### src/cddr_pkg.sv
// ----------------------------------------------------------------------------
// cddr_pkg
// Types, constants and helper functions of the dirty-cell display refresh unit.
// ----------------------------------------------------------------------------
package cddr_pkg;

  localparam int COLUMNS   = 16;
  localparam int ROWS      = 2;
  localparam int NUM_CELLS = ROWS * COLUMNS;
  localparam int CELL_W    = (NUM_CELLS > 1) ? $clog2(NUM_CELLS) : 1;
  localparam int SCOL_W    = (COLUMNS > 1) ? $clog2(COLUMNS) : 1;

  localparam logic [7:0] SPACE_CODE = 8'h20;
  localparam logic [7:0] ZERO_CODE  = 8'h30;
  localparam logic [7:0] ROW_OFFSET = 8'h40;
  localparam logic [7:0] CURSOR_CMD = 8'h80;

  // Number conversion
  localparam int BIN_W      = 16;
  localparam int BCD_DIGITS = 5;
  localparam int BITCNT_W   = $clog2(BIN_W);
  localparam logic [2:0] MIN_DIGITS = 3'd2;
  localparam logic [2:0] MAX_DIGITS = 3'd5;

  // Function codes of a request
  localparam logic [1:0] FUNC_WRITE_CHAR = 2'd0;
  localparam logic [1:0] FUNC_WRITE_NUM  = 2'd1;
  localparam logic [1:0] FUNC_REFRESH    = 2'd2;

  // Queue sizes
  localparam int OPQ_DEPTH  = 4;
  localparam int OPQ_AW     = $clog2(OPQ_DEPTH);
  localparam int RESQ_DEPTH = 2;
  localparam int RESQ_AW    = $clog2(RESQ_DEPTH);

  typedef struct packed {
    logic [1:0]  func;
    logic [3:0]  col;
    logic        row;
    logic [7:0]  ch;
    logic [15:0] number;
    logic [2:0]  digits;
  } in_req_t;

  typedef struct packed {
    logic       rs;
    logic [7:0] bus_byte;
    logic       last;
  } out_res_t;

  typedef enum logic {
    OP_WRITE,
    OP_REFRESH
  } op_kind_t;

  typedef struct packed {
    op_kind_t          kind;
    logic [CELL_W-1:0] addr;
    logic [7:0]        code;
  } op_t;

  typedef struct packed {
    logic [SCOL_W-1:0] col;
    logic              row;
  } scan_ptr_t;

  typedef enum logic [1:0] {
    FS_IDLE,
    FS_CONV,
    FS_DIGIT
  } front_state_t;

  typedef enum logic [1:0] {
    BS_IDLE,
    BS_SCAN,
    BS_EMIT_CMD,
    BS_EMIT_DATA
  } back_state_t;

  // Step the scan pointer one cell, row-major, wrapping at the store end.
  function automatic scan_ptr_t advance_ptr(scan_ptr_t p);
    scan_ptr_t n;
    n = p;
    if (p.col >= SCOL_W'(COLUMNS - 1)) begin
      n.col = '0;
      if (p.row >= 1'(ROWS - 1)) begin
        n.row = 1'b0;
      end else begin
        n.row = 1'b1;
      end
    end else begin
      n.col = p.col + 1'b1;
    end
    return n;
  endfunction

  // Store index of a column and row.
  function automatic logic [CELL_W-1:0] cell_at(logic [4:0] c, logic r);
    return CELL_W'(r ? COLUMNS : 0) + CELL_W'(c);
  endfunction

  function automatic logic cell_ok(logic [4:0] c, logic r);
    return (int'(c) < COLUMNS) && (int'(r) < ROWS);
  endfunction

endpackage

### src/char_display_dirty_refresh_unit.sv
// ----------------------------------------------------------------------------
// char_display_dirty_refresh_unit
// Character display buffer with per-cell dirty marks and incremental refresh.
// ----------------------------------------------------------------------------
// The unit keeps a ROWS x COLUMNS character store (reset to spaces) with one
// dirty mark per cell. A request is a character write, a number write (the
// low 2 to 5 decimal digits, leading zeros blanked, written rightward; cells
// past the last column are dropped) or a refresh tick. A refresh scans
// row-major from a wrapping pointer for the first dirty cell, emits a cursor
// command byte (rs 0) followed by the character (rs 1, last 1), clears the
// mark and steps the pointer one cell; a refresh that finds nothing emits no
// byte. Flow: a character write or refresh tick is accepted when no number
// write is in progress and the operation queue has room. A number write
// holds the request port through binary-to-decimal conversion and one digit
// write per digit, longer while the operation queue is full. On the store
// side a write is applied as it leaves the operation queue; a refresh leaves
// the operation queue, checks up to ROWS*COLUMNS cells (32 at the default
// size), one cell per cycle, then queues the byte pair (longer while the
// result queue is full); the request side keeps taking requests meanwhile
// until the four-entry operation queue fills. Results wait in a two-entry
// queue; a result left unpopped stalls the store side, then the request side.
module char_display_dirty_refresh_unit (
  input  logic               clk,
  input  logic               rst_n,
  input  logic               in_push,
  output logic               in_full,
  input  cddr_pkg::in_req_t  in_req,
  output logic               out_empty,
  input  logic               out_pop,
  output cddr_pkg::out_res_t out_res
);
  import cddr_pkg::*;

  logic op_push;
  op_t  op_data;
  logic op_full;
  logic op_pop;
  op_t  op_head;
  logic op_empty;

  // Front: take requests, expand numbers into per-cell writes.
  cddr_front u_front (
    .clk     (clk),
    .rst_n   (rst_n),
    .in_push (in_push),
    .in_full (in_full),
    .in_req  (in_req),
    .op_push (op_push),
    .op_data (op_data),
    .op_full (op_full)
  );

  // Decouple the two sides so a long scan does not block new requests.
  cddr_opq u_opq (
    .clk       (clk),
    .rst_n     (rst_n),
    .push      (op_push),
    .push_data (op_data),
    .full      (op_full),
    .pop       (op_pop),
    .head      (op_head),
    .empty     (op_empty)
  );

  // Back: apply writes in order, run refresh scans, queue bus bytes.
  cddr_back u_back (
    .clk       (clk),
    .rst_n     (rst_n),
    .op_empty  (op_empty),
    .op_head   (op_head),
    .op_pop    (op_pop),
    .out_empty (out_empty),
    .out_pop   (out_pop),
    .out_res   (out_res)
  );

endmodule

### src/cddr_front.sv
// ----------------------------------------------------------------------------
// cddr_front
// Accepts requests, converts numbers to digits and issues cell operations.
// ----------------------------------------------------------------------------
module cddr_front (
  input  logic             clk,
  input  logic             rst_n,
  input  logic             in_push,
  output logic             in_full,
  input  cddr_pkg::in_req_t in_req,
  output logic             op_push,
  output cddr_pkg::op_t    op_data,
  input  logic             op_full
);
  import cddr_pkg::*;

  front_state_t state_r, state_nxt;

  logic [BIN_W-1:0]                bin_r;
  logic [BCD_DIGITS-1:0][3:0]      bcd_r;
  logic [BCD_DIGITS-1:0][3:0]      bcd_adj;
  logic [BCD_DIGITS-1:0][3:0]      bcd_nxt;
  logic [BIN_W-1:0]                bin_nxt;
  logic [BITCNT_W-1:0]             bit_cnt_r;
  logic [3:0]                      col_r;
  logic                            row_r;
  logic [2:0]                      count_r;
  logic [2:0]                      k_r;
  logic                            blank_r;

  logic       accept;
  logic [2:0] place;
  logic [3:0] digit;
  logic [7:0] digit_code;
  logic [4:0] col_sum;
  logic [2:0] count_clamp;
  logic       last_digit;

  assign in_full = (state_r != FS_IDLE) || op_full;
  assign accept  = in_push && !in_full;

  always_comb begin
    if (in_req.digits < MIN_DIGITS) begin
      count_clamp = MIN_DIGITS;
    end else if (in_req.digits > MAX_DIGITS) begin
      count_clamp = MAX_DIGITS;
    end else begin
      count_clamp = in_req.digits;
    end
  end

  // One double-dabble step: adjust each digit, then shift in the next bit.
  always_comb begin
    for (int i = 0; i < BCD_DIGITS; i++) begin
      bcd_adj[i] = (bcd_r[i] >= 4'd5) ? bcd_r[i] + 4'd3 : bcd_r[i];
    end
    {bcd_nxt, bin_nxt} = {bcd_adj, bin_r} << 1;
  end

  assign place      = count_r - 3'd1 - k_r;
  assign digit      = bcd_r[place];
  assign digit_code = (blank_r && (digit == 4'd0) && (place != 3'd0)) ?
                      SPACE_CODE : (ZERO_CODE + {4'd0, digit});
  assign col_sum    = {1'b0, col_r} + {2'd0, k_r};
  assign last_digit = (k_r == count_r - 3'd1);

  // Next state
  always_comb begin
    state_nxt = state_r;
    unique case (state_r)
      FS_IDLE: begin
        if (accept && (in_req.func == FUNC_WRITE_NUM)) begin
          state_nxt = FS_CONV;
        end
      end
      FS_CONV: begin
        if (bit_cnt_r == BITCNT_W'(BIN_W - 1)) begin
          state_nxt = FS_DIGIT;
        end
      end
      FS_DIGIT: begin
        if (!op_full && last_digit) begin
          state_nxt = FS_IDLE;
        end
      end
      default: state_nxt = FS_IDLE;
    endcase
  end

  // Operation issue
  always_comb begin
    op_push      = 1'b0;
    op_data.kind = OP_WRITE;
    op_data.addr = cell_at({1'b0, in_req.col}, in_req.row);
    op_data.code = in_req.ch;
    unique case (state_r)
      FS_IDLE: begin
        if (accept && (in_req.func == FUNC_WRITE_CHAR)) begin
          op_push = cell_ok({1'b0, in_req.col}, in_req.row);
        end else if (accept && (in_req.func == FUNC_REFRESH)) begin
          op_push      = 1'b1;
          op_data.kind = OP_REFRESH;
        end
      end
      FS_DIGIT: begin
        op_data.addr = cell_at(col_sum, row_r);
        op_data.code = digit_code;
        // Drop digits that fall past the last column.
        op_push      = !op_full && cell_ok(col_sum, row_r);
      end
      default: op_push = 1'b0;
    endcase
  end

  always_ff @(posedge clk) begin
    if (!rst_n) begin
      state_r <= FS_IDLE;
    end else begin
      state_r <= state_nxt;
    end
  end

  always_ff @(posedge clk) begin
    unique case (state_r)
      FS_IDLE: begin
        if (accept) begin
          bin_r     <= in_req.number;
          bcd_r     <= '0;
          bit_cnt_r <= '0;
          col_r     <= in_req.col;
          row_r     <= in_req.row;
          count_r   <= count_clamp;
          k_r       <= '0;
          blank_r   <= 1'b1;
        end
      end
      FS_CONV: begin
        bin_r     <= bin_nxt;
        bcd_r     <= bcd_nxt;
        bit_cnt_r <= bit_cnt_r + 1'b1;
      end
      FS_DIGIT: begin
        if (!op_full) begin
          k_r <= k_r + 3'd1;
          if (digit_code != SPACE_CODE) begin
            blank_r <= 1'b0;
          end
        end
      end
      default: ;
    endcase
  end

endmodule

### src/cddr_opq.sv
// ----------------------------------------------------------------------------
// cddr_opq
// Short queue of cell operations between the front and back parts.
// ----------------------------------------------------------------------------
module cddr_opq (
  input  logic          clk,
  input  logic          rst_n,
  input  logic          push,
  input  cddr_pkg::op_t push_data,
  output logic          full,
  input  logic          pop,
  output cddr_pkg::op_t head,
  output logic          empty
);
  import cddr_pkg::*;

  op_t               slot_r [OPQ_DEPTH];
  logic [OPQ_AW-1:0] wr_r;
  logic [OPQ_AW-1:0] rd_r;
  logic [OPQ_AW:0]   cnt_r;

  assign full  = (cnt_r == (OPQ_AW + 1)'(OPQ_DEPTH));
  assign empty = (cnt_r == '0);
  assign head  = slot_r[rd_r];

  always_ff @(posedge clk) begin
    if (push && !full) begin
      slot_r[wr_r] <= push_data;
    end
  end

  always_ff @(posedge clk) begin
    if (!rst_n) begin
      wr_r  <= '0;
      rd_r  <= '0;
      cnt_r <= '0;
    end else begin
      if (push && !full) begin
        wr_r <= wr_r + 1'b1;
      end
      if (pop && !empty) begin
        rd_r <= rd_r + 1'b1;
      end
      if ((push && !full) && !(pop && !empty)) begin
        cnt_r <= cnt_r + 1'b1;
      end else if (!(push && !full) && (pop && !empty)) begin
        cnt_r <= cnt_r - 1'b1;
      end
    end
  end

endmodule

### src/cddr_back.sv
// ----------------------------------------------------------------------------
// cddr_back
// Holds the character store and dirty marks, runs the refresh scan and
// queues the cursor and data bytes.
// ----------------------------------------------------------------------------
module cddr_back (
  input  logic               clk,
  input  logic               rst_n,
  input  logic               op_empty,
  input  cddr_pkg::op_t      op_head,
  output logic               op_pop,
  output logic               out_empty,
  input  logic               out_pop,
  output cddr_pkg::out_res_t out_res
);
  import cddr_pkg::*;

  back_state_t state_r, state_nxt;

  logic [7:0]           store_r [NUM_CELLS];
  logic [NUM_CELLS-1:0] dirty_r;
  scan_ptr_t            ptr_r;
  logic [CELL_W-1:0]    cnt_r;

  out_res_t           res_r [RESQ_DEPTH];
  logic [RESQ_AW-1:0] res_wr_r;
  logic [RESQ_AW-1:0] res_rd_r;
  logic [RESQ_AW:0]   res_cnt_r;

  logic              res_full;
  logic              res_push;
  out_res_t          res_data;
  logic [CELL_W-1:0] scan_cell;
  logic              hit;
  logic              scan_end;
  logic              res_take;

  assign scan_cell = CELL_W'(ptr_r.row ? COLUMNS : 0) + CELL_W'(ptr_r.col);
  assign hit       = dirty_r[scan_cell];
  assign scan_end  = (cnt_r == CELL_W'(NUM_CELLS - 1));
  assign res_full  = (res_cnt_r == (RESQ_AW + 1)'(RESQ_DEPTH));
  assign out_empty = (res_cnt_r == '0);
  assign out_res   = res_r[res_rd_r];
  assign res_take  = out_pop && !out_empty;

  // Next state
  always_comb begin
    state_nxt = state_r;
    unique case (state_r)
      BS_IDLE: begin
        if (!op_empty && (op_head.kind == OP_REFRESH)) begin
          state_nxt = BS_SCAN;
        end
      end
      BS_SCAN: begin
        if (hit) begin
          state_nxt = BS_EMIT_CMD;
        end else if (scan_end) begin
          state_nxt = BS_IDLE;
        end
      end
      BS_EMIT_CMD: begin
        if (!res_full) begin
          state_nxt = BS_EMIT_DATA;
        end
      end
      BS_EMIT_DATA: begin
        if (!res_full) begin
          state_nxt = BS_IDLE;
        end
      end
      default: state_nxt = BS_IDLE;
    endcase
  end

  // Outputs
  always_comb begin
    op_pop            = 1'b0;
    res_push          = 1'b0;
    res_data.rs       = 1'b0;
    res_data.bus_byte = CURSOR_CMD | (({8{ptr_r.row}} & ROW_OFFSET) + 8'(ptr_r.col));
    res_data.last     = 1'b0;
    unique case (state_r)
      BS_IDLE: begin
        op_pop = !op_empty;
      end
      BS_EMIT_CMD: begin
        res_push = !res_full;
      end
      BS_EMIT_DATA: begin
        res_push          = !res_full;
        res_data.rs       = 1'b1;
        res_data.bus_byte = store_r[scan_cell];
        res_data.last     = 1'b1;
      end
      default: res_push = 1'b0;
    endcase
  end

  always_ff @(posedge clk) begin
    if (!rst_n) begin
      state_r <= BS_IDLE;
    end else begin
      state_r <= state_nxt;
    end
  end

  // Store, dirty marks and scan pointer
  always_ff @(posedge clk) begin
    if (!rst_n) begin
      for (int i = 0; i < NUM_CELLS; i++) begin
        store_r[i] <= SPACE_CODE;
      end
      dirty_r <= '0;
      ptr_r   <= '0;
      cnt_r   <= '0;
    end else begin
      unique case (state_r)
        BS_IDLE: begin
          cnt_r <= '0;
          if (op_pop && (op_head.kind == OP_WRITE)) begin
            store_r[op_head.addr] <= op_head.code;
            dirty_r[op_head.addr] <= 1'b1;
          end
        end
        BS_SCAN: begin
          if (!hit) begin
            cnt_r <= cnt_r + 1'b1;
            // A full lap found nothing: land one cell past the start.
            ptr_r <= scan_end ? advance_ptr(advance_ptr(ptr_r)) : advance_ptr(ptr_r);
          end
        end
        BS_EMIT_DATA: begin
          if (!res_full) begin
            dirty_r[scan_cell] <= 1'b0;
            ptr_r              <= advance_ptr(ptr_r);
          end
        end
        default: ;
      endcase
    end
  end

  // Result queue
  always_ff @(posedge clk) begin
    if (res_push) begin
      res_r[res_wr_r] <= res_data;
    end
  end

  always_ff @(posedge clk) begin
    if (!rst_n) begin
      res_wr_r  <= '0;
      res_rd_r  <= '0;
      res_cnt_r <= '0;
    end else begin
      if (res_push) begin
        res_wr_r <= res_wr_r + 1'b1;
      end
      if (res_take) begin
        res_rd_r <= res_rd_r + 1'b1;
      end
      if (res_push && !res_take) begin
        res_cnt_r <= res_cnt_r + 1'b1;
      end else if (!res_push && res_take) begin
        res_cnt_r <= res_cnt_r - 1'b1;
      end
    end
  end

endmodule

### config.mk
export PLATFORM = sky130hd
export DESIGN_NAME = char_display_dirty_refresh_unit
export DESIGN_NICKNAME = d
export VERILOG_FILES = /design/src/cddr_pkg.sv /design/src/char_display_dirty_refresh_unit.sv /design/src/cddr_front.sv /design/src/cddr_opq.sv /design/src/cddr_back.sv
export SDC_FILE = /design/constraint.sdc
export NUM_CORES = 1
export LEC_CHECK = 0
export BUFFER_PORTS_ARGS = -buffer_cell sky130_fd_sc_hd__buf_4
export CORE_ASPECT_RATIO = 0.75
export CORE_MARGIN = 4
export CORE_UTILIZATION = 45
export DETAILED_ROUTE_END_ITERATION = 8
export HOLD_SLACK_MARGIN = 0.08
export PLACE_DENSITY = 0.64
export SYNTH_ARGS = -nofsm -noshare
export SYNTH_HDL_FRONTEND = slang
export SYNTH_SLANG_ARGS = --single-unit
### constraint.sdc
create_clock -name clk -period 5.9 [get_ports clk]
set_input_delay 0.885 -clock clk [delete_from_list [all_inputs] [get_ports clk]]
set_output_delay 0.885 -clock clk [all_outputs]
set_load 0.005 [all_outputs]
==> run_results.csv, run 1 <==
group,metric,value,unit
status,status,"finished, final reports clean",
power,ir_drop,192,uV
power,p_leak,0.00760,uW
global_route,grt_antenna_before_repair,0,
clock_network,cts_buffers,45,
critical_path,crit_fanout,22,
synth,synth_area_leaders,"edfxtp_1, mux4_2, dfxtp_1",
routing,drt-pass1-iter-count,6,
critical_path,cp_num_buf_inv,1,
timing,period_minus_slack,3800,ps
die,core_area,43700,um2
synth,synth_fp_nets,1632,
synth,synthCells,1561,
die,fp.dieArea,48000,um2
clock_network,hold_buffers,0,
global_route,grt_max_degree,57,
critical_path,crit_type,"flip-flop to flip-flop",
clock_network,insertion_delay,560,ps
critical_path,cp.required,6110,ps
synth,syn_area,20000,um2
timing,fmax,263,MHz
clock_network,cts.htree.levels,2,
routing,viasPerCell,5.87,
routing,wl_per_cell,22.4,um
die,row_count,66,
synth,async_flop_share,0,%
critical_path,cp-start-kind,"flip-flop",
global_route,grt_pass1_wl,74800,um
synth,ys_types,63,
final_layout,final_net_count,1648,
clock_network,cts_setup_buffers,0,
timing,tns,0,ps
routing,drc_errors,0,
critical_path,slowest_stage,"and3_1",
place,io_buffers,49,
synth,yosys_warnings,0,
die,fp.dieH,191,um
critical_path,cp_common_cell,"nand2_1",
synth,ys_seq_elements,442,
place,gp_congestion,0.847,
synth,synth-main-ff-cell,"edfxtp_1",
critical_path,cp_cell_sequence,"buf_4 -> mux4_2 -> nor2_1 -> and3_1 -> nand2_1 -> nand2_1",
global_route,grt_pass1_vias,12200,
final_layout,drive_gt1_share,17.3,%
global_route,grt-ovfl-total,0,
timing,tightestPinTransition,1070,ps
critical_path,cpPeakStageDelay,980,ps
synth,avgSynthCellArea,12.8,um2
timing,min_period_over_period,64.4,%
clock_network,root_buffer,"clkbuf_16",
place,post-place-ws,2020,ps
die,io_pins,50,
synth,synth_top_area_share,57.3,%
synth,seq_area_frac_synth,63.3,%
routing,wirelength,49200,um
routing,drt.antenna.violating_nets,0,
clock_network,cts_resized,0,
power,powerDensity,391,nW/um2
final_layout,syn_to_final_growth,11.5,%
critical_path,cp-end-kind,"flip-flop",
timing,slew_violations,0,
critical_path,cpLargestDelayFamily,"simple AND/OR/NAND/NOR gates",
synth,synth_top_area_cell,"edfxtp_1",
timing,setup_viol,0,
hold_path,hp-class,"flip-flop to flip-flop",
clock_network,clkTransAtPathRegs,60,ps
synth,yosys.cell_count.top_type,"edfxtp_1",
routing,vias,12900,
synth,synth_commonest_cells,"edfxtp_1, nor2_1, nand2_1",
clock_network,cts.path.max_buffers,3,
die,die_width,252,um
synth,synth_edf_count,382,
timing,clock-skew-final,27.7,ps
final_layout,antennaDiodeCount,0,
critical_path,crit_arrival,4010,ps
clock_network,clkSinkCount,442,
timing,finalWorstSetupSlack,2100,ps
place,dpl.hpwl,31800,um
clock_network,cts_tree,"built",
routing,drt_iter0_drc,1553,
die,start_util,45.9,%
run,drv_cap,0,
timing,grt_setup_unrepaired,"no",
timing,relSlewSlack,28.7,%
timing,whs,474,ps
global_route,grt_util_all_layers,20.3,%
timing,hold_viol,0,
-- sequential cells by signal, indices dropped and copies added (netlist names), 3 cells and up, named ones only --
name               cells
u_opq.cnt_r            3
u_opq.slot_r          56
u_back.res_r          18
u_back.dirty_r        32
u_back.store_r       256
u_back.ptr_r           5
u_front.k_r            3
u_front.col_r          4
u_front.bcd_r         20
u_front.count_r        3
u_front.bin_r         16
u_front.bit_cnt_r      4
u_back.cnt_r           5
-- where the power goes --
group	total, uW	switching [uW]	internal [uW]
Clock	2740	1190	1550
Combinational	2110	1340	767
Sequential	3880	237	3640
-- layout make-up --
class	instances	area, um2
Inverter	33	124
Multi-Input combinational cell	981	6830
Clock inverter	21	159
Tap cell	578	723
Clock buffer	63	1260
Fill cell	3654	21300
Sequential cell	442	12700
Timing Repair Buffer	74	568
-- kinds of logic (layout without fill, tap and decap cells) --
logic type | after synthesis | in the layout | synth area share [%]
compound gates | 180 | 180 | 5.33
xor+xnor | 31 | 31 | 1.36
fa+ha+maj | 34 | 34 | 2.22
buf+inv | 138 | 191 | 2.89
flops | 442 | 442 | 63.3
mux | 147 | 147 | 12.3
simple gates | 589 | 589 | 12.6
-- final timing paths --
check	startpoint	cells past startpoint	end	slack (ps)
worst max-delay path	flip-flop	6	u_back.store_r[5][3]$_SDFFCE_PN0P_	2100
worst max register to register	flip-flop	6	u_back.store_r[5][3]$_SDFFCE_PN0P_	2100
worst min-delay path	u_back.dirty_r[4]$_SDFFE_PN0P_	2	u_back.dirty_r[4]$_SDFFE_PN0P_	470
worst min register to register	u_back.dirty_r[4]$_SDFFE_PN0P_	2	u_back.dirty_r[4]$_SDFFE_PN0P_	470
-- placed cells by master, fill, tap and decap left out, types with 9 or more instances in the layout --
cell type  count
nor3_1        11
nand3_1       50
nand2_1      148
mux2_2        38
nor2_1       298
inv_1         30
a21oi_1       62
and3_1        10
nand2b_1      17
o21ai_0       56
edfxtp_1     382
clkbuf_1      13
a31oi_1        9
clkbuf_16     47
and2_1        15
ha_1          30
mux2i_1       32
xor2_1        15
nor2b_1       10
dfxtp_1       57
buf_4         73
xnor2_1       16
mux4_2        76
-- tightest hold or removal path, cell delays in order, from the launching register on --
cell	delay [ps]
dfxtp_1	300
o21ai_0	60
a21oi_1	60
-- metal layers --
| metal | up-vias | GRT usage, % | wire length, um |
|---|---|---|---|
| met4 | 0 | 4.88 | 957 |
| met2 | 673 | 28.7 | 20700 |
| li1 | 5739 | - | - |
| met5 | - | 0 | 0 |
| met1 | 6377 | 31.4 | 22000 |
| met3 | 73 | 5.39 | 5510 |
-- stage by stage --
stage	std cells	total power [uW]	cell area, um2	util (%)
after floorplan	1561	5270	20000	-
after global placement	2108	6000	20900	47.9
after detailed placement	2108	6030	20900	47.9
after CTS	2192	8760	22300	51.2
after global routing	2192	9110	22300	51.2
final	2192	8730	22300	51.2
Power figures use the tool's default switching activity.
==> inputs of run 2 (changes only) <==
clock period = 3.6 ns   (was 5.9 ns; I/O delays follow)
==> run 2 against run 1 <==
Net effect:
- cell area increased by 0.95%
- sequential power is 63% higher
- total power increased by 63%
- worst hold slack worse by 300 ps
- setup slack got worse by 1800 ps
- die area unchanged
- count of clock-buffer cells in the layout shrank 1
- combinational power rose by 67%
- global-route usage up 0.61 points
- cell count up 1.5%
- non-clock buffer count rose by 39
- via count grew 1.3%
- critical path type unchanged
- critical endpoint is now u_back.store_r[12][4]$_SDFFCE_PN0P_
- largest cell class unchanged
- highest routed layer is now met5
==> run_results.csv, run 2 (synthesized netlist as in run 1, its figures left out) <==
group,metric,value,unit
status,status,"finished, final reports clean",
final_layout,syn_to_final_growth,12.6,%
critical_path,cp_cell_sequence,"buf_4 -> mux4_2 -> nor3_4 -> nand2_1 -> nand2_1",
power,p_leak,0.00776,uW
routing,drt-pass1-iter-count,8,
clock_network,cts.path.max_buffers,3,
power,sw_frac_of_total,31.3,%
timing,min_period_over_period,91.7,%
timing,hold_viol,0,
final_layout,final_net_count,1686,
timing,tns,0,ps
routing,drt.antenna.violating_nets,0,
hold_path,hp-class,"input pin to flip-flop",
timing,relSlewSlack,29.8,%
timing,fmax,303,MHz
die,start_util,45.9,%
power,p_total,14200,uW
clock_network,insertion_delay,560,ps
clock_network,cts.htree.levels,2,
place,dpl.hpwl,33100,um
power,p_int,9790,uW
place,gp_congestion,0.842,
final_layout,top_regs,"u_back.store_r: 256 flops, u_opq.slot_r: 56 flops, u_back.dirty_r: 32 flops",
critical_path,crit_arrival,3510,ps
routing,vias,13000,
power,power_frac_comb,24.8,%
power,clock_power_share,30.9,%
power,power.share.sequential,44.4,%
global_route,grt_pass1_vias,12500,
final_layout,antennaDiodeCount,0,
die,die_width,252,um
timing,tightestPinTransition,1050,ps
global_route,busiest_layer,"met1",
critical_path,cpPeakStageDelay,860,ps
run,drv_cap,0,
place,place_area,21200,um2
power,ir_drop,552,uV
routing,wl_per_cell,22.6,um
critical_path,cpLargestDelayFamily,"simple AND/OR/NAND/NOR gates",
routing,drc_errors,0,
final_layout,regMostFlops,"u_back.store_r",
global_route,grt_util_all_layers,20.9,%
timing,grt_setup_unrepaired,"no",
clock_network,clkSinkCount,442,
timing,finalWorstSetupSlack,300,ps
timing,clock-skew-final,23.9,ps
final_layout,drive_gt1_share,18.5,%
timing,setup_viol,0,
routing,drt_iter0_drc,1579,
die,core_area,43700,um2
clock_network,cts_setup_buffers,0,
critical_path,cp_num_buf_inv,1,
global_route,grt_max_degree,55,
final_layout,final_common_cell,"edfxtp_1",
clock_network,root_buffer,"clkbuf_16",
global_route,met1_usage,33.2,%
timing,slew_violations,0,
final_layout,fin_area,22600,um2
die,fp.dieH,191,um
global_route,grt_pass1_wl,77100,um
critical_path,slowest_stage,"nor3_4",
power,powerDensity,632,nW/um2
power,p_switching,4460,uW
final_layout,largest_reg_flops,256,
clock_network,cts_resized,0,
clock_network,clkTransAtPathRegs,60,ps
clock_network,cts_buffers,44,
critical_path,crit_type,"flip-flop to flip-flop",
routing,viasPerCell,5.85,
die,fp.dieArea,48000,um2
final_layout,layout_common_cells,"edfxtp_1, nor2_1, nand2_1",
timing,period_minus_slack,3300,ps
critical_path,cp.required,3810,ps
global_route,grt_antenna_before_repair,1,
die,row_count,66,
global_route,met3_usage,4.47,%
clock_network,cts_tree,"built",
global_route,use_met2,29.5,%
die,io_pins,50,
place,post-place-ws,337,ps
critical_path,cp-start-kind,"flip-flop",
global_route,grt-ovfl-total,0,
place,io_buffers,49,
clock_network,hold_buffers,0,
critical_path,cp_common_cell,"nand2_1",
final_layout,final_util,51.6,%
critical_path,crit_fanout,21,
critical_path,cp-end-kind,"flip-flop",
routing,wirelength,50200,um
-- run 2: routing by layer --
metal / routed length [um] / share of wire (%)
met2: 21300 / 42
met4: 912 / 1.8
met3: 5220 / 10
met5: 13 / 0.026
met1: 22800 / 45
-- run 2: path summary, 6_finish.rpt --
kind                                               to  cells past startpoint  slack (ps)                             from
setup / recovery  u_back.store_r[12][4]$_SDFFCE_PN0P_                      5         300                        flip-flop
hold / removal                u_front.row_r$_DFFE_PP_                      1         180                       in_req[27]
setup reg to reg  u_back.store_r[12][4]$_SDFFCE_PN0P_                      5         300                        flip-flop
hold reg to reg       u_back.dirty_r[14]$_SDFFE_PN0P_                      2         480  u_back.dirty_r[14]$_SDFFE_PN0P_
-- run 2: final cells by class --
cell class | instances | area, um2
Fill cell | 3623 | 21100
Sequential cell | 442 | 12700
Multi-Input combinational cell | 981 | 6810
Clock buffer | 62 | 1220
Timing Repair Buffer | 113 | 873
Tap cell | 578 | 723
Clock inverter | 16 | 124
Inverter | 33 | 124
-- run 2: stage by stage --
stage / hold slack [ps] / std cells
floorplan: 440 / 1561
global placement: 450 / 2147
detailed placement: 467 / 2147
CTS: 150 / 2225
global route: 153 / 2225
finish: 178 / 2225
-- run 2: power groups by stage --
stage               Combinational [uW]  Sequential, uW  Clock (uW)
floorplan                         2440            6190           0
finish                            3530            6320        4400
CTS                               3520            6320        4460
detailed placement                3510            6420           0
global route                      3810            6370        4680
global placement                  3460            6410           0
-- run 2: worst reg2reg max path, delay by kind of cell, from the launching register on --
kind	cells	cell delay, ps
buf+inv	1	320
simple gates	3	1680
mux	1	620
flops	1	340
